`config.mk`:
```
export PLATFORM = sky130hd
export DESIGN_NAME = heartbeat_leader_election
export DESIGN_NICKNAME = d
export VERILOG_FILES = /design/src/hdl/hle_pkg.sv /design/src/hdl/heartbeat_leader_election.sv
export SDC_FILE = /design/constraint.sdc
export NUM_CORES = 2
export LEC_CHECK = 0
export BUFFER_PORTS_ARGS = -buffer_cell sky130_fd_sc_hd__buf_2
export CAP_MARGIN = 15
export CORE_AREA = 3 3 523 318
export DETAILED_ROUTE_END_ITERATION = 6
export DIE_AREA = 0 0 526 321
export HOLD_SLACK_MARGIN = 0.02
export PLACE_DENSITY = 0.67
export SYNTH_ARGS = -nofsm -noshare
export SYNTH_HDL_FRONTEND = slang
export SYNTH_SLANG_ARGS = --single-unit
```
`constraint.sdc`:
```
create_clock -name i_clk -period 5.3 [get_ports i_clk]
set_input_delay 0.265 -clock i_clk [delete_from_list [all_inputs] [get_ports i_clk]]
set_output_delay 0.265 -clock i_clk [all_outputs]
set_load 0.05 [all_outputs]
```
`src/hdl/hle_pkg.sv`:
```
// shared constants and codes for the heartbeat leader election block
package hle_pkg;

    localparam int MAX_PEERS = 16;
    localparam int FILL_W    = $clog2(MAX_PEERS + 1);
    localparam int IDX_W     = (MAX_PEERS > 1) ? $clog2(MAX_PEERS) : 1;

    localparam int ID_W    = 32;
    localparam int TIME_W  = 64;
    localparam int TMO_W   = 32;
    localparam int CMD_W   = 2;
    localparam int ROLE_W  = 2;
    localparam int COUNT_W = 5;
    localparam int CFG_IDX_W  = 1;
    localparam int CFG_DATA_W = 32;

    localparam logic [COUNT_W-1:0] COUNT_MAX = '1;

    localparam logic [CMD_W-1:0] CMD_HEARTBEAT = 2'd0;
    localparam logic [CMD_W-1:0] CMD_TIMEOUT   = 2'd1;
    localparam logic [CMD_W-1:0] CMD_ELECT     = 2'd2;

    localparam logic [ROLE_W-1:0] ROLE_UNKNOWN = 2'd0;
    localparam logic [ROLE_W-1:0] ROLE_MASTER  = 2'd1;
    localparam logic [ROLE_W-1:0] ROLE_SLAVE   = 2'd2;

    localparam logic [CFG_IDX_W-1:0] REG_SELF_ID = 1'd0;
    localparam logic [CFG_IDX_W-1:0] REG_TIMEOUT = 1'd1;

    localparam logic [TMO_W-1:0] TIMEOUT_RESET = 32'd3000;

endpackage

```
`src/hdl/heartbeat_leader_election.sv`:
```
// heartbeat leader election: peer table, timeout sweep and highest-id election
//
// Input channel (i_in_valid / o_in_ready) carries one command per transfer:
// heartbeat from i_peer_id at i_time_ms, timeout check at time i_time_ms, or
// election. Each command yields exactly one result on the output channel
// (o_out_valid / i_out_ready). Registers self_id and timeout_ms are written
// through i_cfg_we / i_cfg_idx / i_cfg_data; the user must write them only
// while no command is in flight, the block itself does not enforce it. One
// sequencer walks the peer table one slot per cycle, with id compares and a
// single 64-bit elapsed-time subtract and compare. A heartbeat walks until
// it finds i_peer_id or appends it at the end (dropped if the table is full);
// a timeout check sweeps every filled slot and then elects if a peer expired;
// an election walks every filled slot. A new command is taken only while the
// sequencer is idle, the cycle after the previous result is loaded, so none
// is taken before the previous one completes; it may be taken while the
// previous result still waits in the output register. If the receiver stalls,
// the finished command waits in ST_FIN until the output register frees up.
// Synchronous active-low reset clears the active bits, table fill, role
// (unknown), elected id, self_id to 0 and timeout_ms to 3000; no sweep needed.
module heartbeat_leader_election
    import hle_pkg::*;
(
    input  logic                  i_clk,
    input  logic                  i_rst_n,
    input  logic                  i_in_valid,
    output logic                  o_in_ready,
    input  logic [CMD_W-1:0]      i_cmd,
    input  logic [ID_W-1:0]       i_peer_id,
    input  logic [TIME_W-1:0]     i_time_ms,
    output logic                  o_out_valid,
    input  logic                  i_out_ready,
    output logic [ROLE_W-1:0]     o_my_role,
    output logic [ID_W-1:0]       o_leader_id,
    output logic                  o_role_changed,
    output logic                  o_peer_dropped,
    output logic                  o_peer_expired,
    output logic [COUNT_W-1:0]    o_active_count,
    input  logic                  i_cfg_we,
    input  logic [CFG_IDX_W-1:0]  i_cfg_idx,
    input  logic [CFG_DATA_W-1:0] i_cfg_data
);

    localparam int ST_W = 3;
    localparam logic [ST_W-1:0] ST_IDLE = 3'd0;
    localparam logic [ST_W-1:0] ST_HB   = 3'd1;
    localparam logic [ST_W-1:0] ST_TO   = 3'd2;
    localparam logic [ST_W-1:0] ST_EL   = 3'd3;
    localparam logic [ST_W-1:0] ST_FIN  = 3'd4;

    localparam logic [FILL_W-1:0] FILL_FULL = FILL_W'(MAX_PEERS);

    logic [ST_W-1:0]    r_state, n_state;
    logic [FILL_W-1:0]  r_idx, n_idx;
    logic [FILL_W-1:0]  r_fill, n_fill;
    logic [FILL_W-1:0]  r_act, n_act;
    logic [MAX_PEERS-1:0] r_active, n_active;
    logic [ID_W-1:0]    r_self, n_self;
    logic [TMO_W-1:0]   r_tmo, n_tmo;
    logic [ROLE_W-1:0]  r_own_role, n_own_role;
    logic [ID_W-1:0]    r_elected, n_elected;
    logic [ID_W-1:0]    r_pid, n_pid;
    logic [TIME_W-1:0]  r_now, n_now;
    logic [ID_W-1:0]    r_best, n_best;
    logic               r_changed, n_changed;
    logic               r_dropped, n_dropped;
    logic               r_expired, n_expired;

    logic               r_out_valid, n_out_valid;
    logic [ROLE_W-1:0]  r_out_role, n_out_role;
    logic [ID_W-1:0]    r_out_leader, n_out_leader;
    logic               r_out_changed, n_out_changed;
    logic               r_out_dropped, n_out_dropped;
    logic               r_out_expired, n_out_expired;
    logic [COUNT_W-1:0] r_out_count, n_out_count;

    logic [ID_W-1:0]    mem_ids  [MAX_PEERS];
    logic [TIME_W-1:0]  mem_seen [MAX_PEERS];
    logic [ID_W-1:0]    r_rd_id;
    logic [TIME_W-1:0]  r_rd_seen;

    logic [IDX_W-1:0]   w_addr;
    logic [IDX_W-1:0]   w_rd_addr;
    logic               w_we_seen;
    logic               w_we_id;
    logic [TIME_W-1:0]  w_elapsed;
    logic               w_tmo_hit;
    logic               w_at_end;
    logic               w_in_xfer;
    logic [31:0]        w_count_ext;

    assign w_addr      = r_idx[IDX_W-1:0];
    assign w_rd_addr   = n_idx[IDX_W-1:0];
    assign w_elapsed   = r_now - r_rd_seen;
    assign w_tmo_hit   = w_elapsed > {{(TIME_W-TMO_W){1'b0}}, r_tmo};
    assign w_at_end    = (r_idx == r_fill);
    assign w_in_xfer   = i_in_valid && o_in_ready;
    assign w_count_ext = 32'(r_act) + 32'd1;

    assign o_in_ready     = (r_state == ST_IDLE);
    assign o_out_valid    = r_out_valid;
    assign o_my_role      = r_out_role;
    assign o_leader_id    = r_out_leader;
    assign o_role_changed = r_out_changed;
    assign o_peer_dropped = r_out_dropped;
    assign o_peer_expired = r_out_expired;
    assign o_active_count = r_out_count;

    always_comb begin
        n_state       = r_state;
        n_idx         = r_idx;
        n_fill        = r_fill;
        n_act         = r_act;
        n_active      = r_active;
        n_self        = r_self;
        n_tmo         = r_tmo;
        n_own_role    = r_own_role;
        n_elected     = r_elected;
        n_pid         = r_pid;
        n_now         = r_now;
        n_best        = r_best;
        n_changed     = r_changed;
        n_dropped     = r_dropped;
        n_expired     = r_expired;
        n_out_valid   = r_out_valid;
        n_out_role    = r_out_role;
        n_out_leader  = r_out_leader;
        n_out_changed = r_out_changed;
        n_out_dropped = r_out_dropped;
        n_out_expired = r_out_expired;
        n_out_count   = r_out_count;
        w_we_seen     = 1'b0;
        w_we_id       = 1'b0;

        if (i_cfg_we) begin
            case (i_cfg_idx)
                REG_SELF_ID: n_self = i_cfg_data[ID_W-1:0];
                REG_TIMEOUT: n_tmo  = i_cfg_data[TMO_W-1:0];
                default: ;
            endcase
        end

        if (r_out_valid && i_out_ready) begin
            n_out_valid = 1'b0;
        end

        unique case (r_state)
            ST_IDLE: begin
                if (w_in_xfer) begin
                    n_pid     = i_peer_id;
                    n_now     = i_time_ms;
                    n_idx     = '0;
                    n_changed = 1'b0;
                    n_dropped = 1'b0;
                    n_expired = 1'b0;
                    case (i_cmd)
                        CMD_HEARTBEAT: n_state = ST_HB;
                        CMD_TIMEOUT:   n_state = ST_TO;
                        CMD_ELECT: begin
                            n_best  = r_self;
                            n_state = ST_EL;
                        end
                        default: n_state = ST_FIN;
                    endcase
                end
            end
            ST_HB: begin
                if (w_at_end) begin
                    if (r_fill == FILL_FULL) begin
                        n_dropped = 1'b1;
                    end else begin
                        // append in the first free slot
                        w_we_id          = 1'b1;
                        w_we_seen        = 1'b1;
                        n_active[w_addr] = 1'b1;
                        n_act            = r_act + 1'b1;
                        n_fill           = r_fill + 1'b1;
                    end
                    n_state = ST_FIN;
                end else if (r_rd_id == r_pid) begin
                    w_we_seen        = 1'b1;
                    n_active[w_addr] = 1'b1;
                    if (!r_active[w_addr]) begin
                        n_act = r_act + 1'b1;
                    end
                    n_state = ST_FIN;
                end else begin
                    n_idx = r_idx + 1'b1;
                end
            end
            ST_TO: begin
                if (w_at_end) begin
                    if (r_expired) begin
                        n_best  = r_self;
                        n_idx   = '0;
                        n_state = ST_EL;
                    end else begin
                        n_state = ST_FIN;
                    end
                end else begin
                    if (r_active[w_addr] && w_tmo_hit) begin
                        n_active[w_addr] = 1'b0;
                        n_act            = r_act - 1'b1;
                        n_expired        = 1'b1;
                    end
                    n_idx = r_idx + 1'b1;
                end
            end
            ST_EL: begin
                if (w_at_end) begin
                    n_elected  = r_best;
                    n_own_role = (r_best == r_self) ? ROLE_MASTER : ROLE_SLAVE;
                    n_changed  = (n_own_role != r_own_role);
                    n_state    = ST_FIN;
                end else begin
                    if (r_active[w_addr] && (r_rd_id > r_best)) begin
                        n_best = r_rd_id;
                    end
                    n_idx = r_idx + 1'b1;
                end
            end
            ST_FIN: begin
                if (!r_out_valid || i_out_ready) begin
                    n_out_valid   = 1'b1;
                    n_out_role    = r_own_role;
                    n_out_leader  = r_elected;
                    n_out_changed = r_changed;
                    n_out_dropped = r_dropped;
                    n_out_expired = r_expired;
                    n_out_count   = (w_count_ext > 32'(COUNT_MAX)) ? COUNT_MAX
                                                                   : w_count_ext[COUNT_W-1:0];
                    n_state       = ST_IDLE;
                end
            end
            default: n_state = ST_IDLE;
        endcase
    end

    always_ff @(posedge i_clk) begin
        if (!i_rst_n) begin
            r_state     <= ST_IDLE;
            r_idx       <= '0;
            r_fill      <= '0;
            r_act       <= '0;
            r_active    <= '0;
            r_self      <= '0;
            r_tmo       <= TIMEOUT_RESET;
            r_own_role  <= ROLE_UNKNOWN;
            r_elected   <= '0;
            r_changed   <= 1'b0;
            r_dropped   <= 1'b0;
            r_expired   <= 1'b0;
            r_out_valid <= 1'b0;
        end else begin
            r_state     <= n_state;
            r_idx       <= n_idx;
            r_fill      <= n_fill;
            r_act       <= n_act;
            r_active    <= n_active;
            r_self      <= n_self;
            r_tmo       <= n_tmo;
            r_own_role  <= n_own_role;
            r_elected   <= n_elected;
            r_changed   <= n_changed;
            r_dropped   <= n_dropped;
            r_expired   <= n_expired;
            r_out_valid <= n_out_valid;
        end
    end

    always_ff @(posedge i_clk) begin
        r_pid         <= n_pid;
        r_now         <= n_now;
        r_best        <= n_best;
        r_out_role    <= n_out_role;
        r_out_leader  <= n_out_leader;
        r_out_changed <= n_out_changed;
        r_out_dropped <= n_out_dropped;
        r_out_expired <= n_out_expired;
        r_out_count   <= n_out_count;
    end

    // peer table, read address is the slot of the next cycle
    always_ff @(posedge i_clk) begin
        if (w_we_id) begin
            mem_ids[w_addr] <= r_pid;
        end
        if (w_we_seen) begin
            mem_seen[w_addr] <= r_now;
        end
        r_rd_id   <= mem_ids[w_rd_addr];
        r_rd_seen <= mem_seen[w_rd_addr];
    end

    a_fill_bound: assert property (@(posedge i_clk) disable iff (!i_rst_n)
        r_fill <= FILL_FULL)
        else $error("peer table fill beyond capacity");

    a_act_bound: assert property (@(posedge i_clk) disable iff (!i_rst_n)
        r_act <= r_fill)
        else $error("active peer count exceeds table fill");

    a_change_known: assert property (@(posedge i_clk) disable iff (!i_rst_n)
        o_out_valid && o_role_changed |-> o_my_role != ROLE_UNKNOWN)
        else $error("role change reported with unknown role");

    a_drop_full: assert property (@(posedge i_clk) disable iff (!i_rst_n)
        o_out_valid && o_peer_dropped |-> r_fill == FILL_FULL)
        else $error("peer dropped while table not full");

    a_busy_walk: assert property (@(posedge i_clk) disable iff (!i_rst_n)
        w_in_xfer && (i_cmd == CMD_HEARTBEAT) |=> r_state == ST_HB && r_idx == '0)
        else $error("heartbeat transfer did not start table walk");

endmodule
```
==> reports/metrics.yaml <==
power:
  powerDensity_nw_per_um2: 480.0
  pwr-share-seq_pct: 42.8
  clock_power_share_pct: 28.0
  power.leakage_nw: 32.53
  p_int_mw: 30.52
  netSwitchingPower_mw: 15.08
  netSwitchingFraction_pct: 33.07
  combPwrFrac_pct: 29.2
  ir_worst_vdd_mv: 0.3130
worst_setup_path:
  crit_start: "r_now[0]"
  critPathRequiredTime_ps: 6030
  worstSetupStartpointType: "flop"
  critical_path.most_common_cell: "buf_4"
  crit_fanout: 8
  cp.arrival_ps: 6190
  cp_slowest_cell: "or4_1"
  path_class: "flop to flop"
  r2r-start: "r_now[0]"
  cp-end-kind: "flop"
  reg2reg_slack_ps: -170
  max_stage_delay_ps: 540
logic_synthesis:
  synth-xor-area-share_pct: 1.226
  synthMuxAreaShare_pct: 1.862
  yosys.area_share.simple_pct: 9.620
  synth-edff-count: 1706
  ys_seq_area_share_pct: 69.19
  synth_fp_nets: 6416
  syn_inst: 6137
  avgSynthCellArea_um2: 13.16
  synth_ff_type: "edfxtp_1"
  synth_top_family_by_area: "compound AO/OA/AOI/OAI gates"
  yosys.area_share.adder_pct: 2.234
  synth-async-reset-ratio_pct: 0
  syn_area_um2: 80760
  ys_types: 85
  yosys_register_bits: 1938
  synth-compound-area-share_pct: 13.14
  ys_warn_count: 0
clock_tree:
  clk_pin_slew_ps: 70
  cts_buffers: 180
  cts_max_level: 4
  clkLatencyLatePin_ps: 840
  cts.sinks: 1938
  cts_buffer_depth: 4
  cts_tree: "done"
  cts-root-buf: "clkbuf_16"
floorplanning:
  start_util_pct: 50.15
  die_h_um: 321
  die-area_um2: 168800
  rows: 114
  die_w_um: 526
  num_io_pins: 180
  core_um2: 161000
sta:
  setup_viol: 21
  finalWorstSetupSlack_ps: -165.6
  fin_crit_ps: 5466
  fin_crit_sh_pct: 103.1
  finalSetupTns_ps: -2743
  clock_skew_ps: 68.28
  max_freq_mhz: 183.0
  hold_viol: 0
  tightest_slew_ps: 1232
  slew_viol_final: 0
  rsz0062_at_grt: "yes"
  holdWs_ps: 133.2
  slew_headroom_pct: 17.65
routing:
  ant_nets: 0
  vias: 54280
  avgRoutedWirePerCell_um: 26.50
  drt_iter0_drc: 6563
  totalWireLength_mm: 238.7
  routed_via_density: 6.025
  first_pass_iters: 6
  drc: 0
hold_path:
  hp-class: "input port to flop"
  holdCritStartpoint: "i_peer_id[9]"
finish:
  final_util_pct: 59.00
  fin_nets: 6992
  area_growth_pct: 17.65
  drive_above_1_share_pct: 15.29
grt:
  grt_pass1_wl_mm: 346.8
  grt_usage_pct: 27.75
  grt_pass1_vias: 50920
  antenna_found_initial: 19
  grt_max_degree: 66
  gr-total-overflow: 0
run_status:
  violations: "setup timing"
  status: "finished, violations left"
place:
  pre_cts_slack_ps: -673.1
  finalWeightedCongestion: 0.9585
  port_buffers: 179
  dp_hpwl_mm: 153.3
run:
  drv_cap: 0
-- metal layers --
layer	vias to the layer above	share of wire, %	global-route usage, %	routed length, um
li1	24410	-	-	-
met1	26750	44	42.57	106000
met2	2779	38	35.54	90680
met3	324	15	12.58	36760
met4	12	2.0	5.831	4822
met5	-	0.20	0.8056	489
-- cells in the final DEF (no fill, tap or decap), types with 10 or more instances in the layout --
master	netlist	final
nor2_4	0	34
nor2_1	140	104
nor3_1	33	31
and2_1	382	382
xor2_1	52	52
o21a_1	16	15
nor4_1	25	22
clkbuf_16	0	184
o21ai_1	15	14
dfxtp_1	232	232
a21oi_1	418	413
bufinv_16	0	11
or3_1	13	12
o221a_1	16	16
a31oi_1	209	208
o21ai_0	81	76
a21o_1	28	28
o211ai_1	20	20
nand2_1	888	888
dlygate4sd3_1	0	135
mux2i_1	103	103
clkbuf_8	0	15
clkinv_2	0	27
buf_2	34	179
a211oi_1	589	588
clkbuf_1	340	46
clkinv_1	0	24
buf_12	1	73
nand4_1	68	68
nor2b_1	16	14
inv_1	163	161
ha_1	141	137
buf_4	0	410
edfxtp_1	1706	1706
a311oi_1	100	98
nand3_1	39	39
and2_0	10	10
mux2_2	32	32
xnor2_1	61	60
-- per-stage QoR --
step / area (um2) / total power, mW / std cells
floorplan: 80790 / 26.47 / 6137
CTS: 94780 / 45.31 / 8994
detailed placement: 87560 / 32.36 / 8525
finish: 95010 / 45.60 / 9010
global route: 94990 / 47.60 / 9002
global placement: 87530 / 32.21 / 8524
-- state kept, by name (all words and copies together) (netlist names), 3 cells and up, named ones only --
signal,cells
r_act,5
r_best,32
o_leader_id,32
r_rd_id,32
r_state,3
r_elected,32
r_now,64
mem_seen,1024
r_pid,32
o_active_count,5
mem_ids,512
r_self,32
r_fill,5
r_rd_seen,64
r_tmo,32
r_idx,5
-- critical path, delay by kind of cell, from the launching register on --
family / cells / cell delay, ps
and+or+nand+nor: 10 / 1700
adders and majority gates: 3 / 830
buffers and inverters: 7 / 920
DFF: 1 / 380
AOI/OAI and AO/OA: 8 / 1410
xor gates and xnor gates: 1 / 120
-- cell families (layout without fill, tap and decap cells) --
family | count (synthesis) | after routing
AO/OA/AOI/OAI | 1576 | 1576
AND/OR/NAND/NOR | 1656 | 1656
flip-flops | 1938 | 1938
other | 0 | 9
buffers and inverters | 571 | 1289
XOR/XNOR | 113 | 113
multiplexers | 140 | 140
adder cells (fa/ha/maj) | 143 | 143
-- synthesized netlist by cell type, types with 20 or more instances --
cell type  number  area [um2]
mux2_2         32       360.4
inv_1         163       611.8
ha_1          141        1764
nand2_1       888        3333
and2_1        382        2390
nand4_1        68       425.4
edfxtp_1     1706       51230
a21oi_1       418        2092
dfxtp_1       232        4644
a21o_1         28       210.2
o21ai_0        81       405.4
mux2i_1       103        1031
nand3_1        39       195.2
xnor2_1        61       534.3
buf_1          30       112.6
a311oi_1      100       875.8
buf_2          34       170.2
a211oi_1      589        4422
o211ai_1       20       150.1
xor2_1         52       455.4
a31oi_1       209        1308
nor4_1         25       156.4
nor2_1        140       525.5
clkbuf_1      340        1276
nor3_1         33       165.2
-- power groups by stage --
| stage | sequential, mW | combinational [mW] | clock [mW] |
|---|---|---|---|
| floorplan | 19.6 | 6.89 | 0 |
| global placement | 19.8 | 12.5 | 0 |
| detailed placement | 19.8 | 12.6 | 0 |
| CTS | 19.5 | 12.9 | 12.9 |
| global route | 19.6 | 14.4 | 13.6 |
| finish | 19.5 | 13.3 | 12.8 |
-- final cells by class --
cell class | instances | area (um2)
Clock buffer | 243 | 4933
Timing Repair Buffer | 801 | 6875
Inverter | 164 | 621.8
Fill cell | 12530 | 66020
Multi-Input combinational cell | 3628 | 23260
Antenna cell | 9 | 22.52
Tap cell | 2146 | 2685
Clock inverter | 81 | 744.5
Sequential cell | 1938 | 55870
-- repair_timing --
action / in CTS / in global routing
buffers inserted: 10 / 3
hold buffers: 135 / 0
endpoints found under the hold margin: 178 / 0
gates resized for setup: 26 / 19
gates cloned: 0 / 2
setup endpoints to repair: 22 / 22
pin swaps: 17 / 19
-- final timing paths --
check        depth (start not counted)        endpoint
min reg2reg                          0  o_leader_id[1]
max reg2reg                         29            flop
min                                  2        r_pid[9]
max                                 29            flop
(Power assumes the default switching activity.)
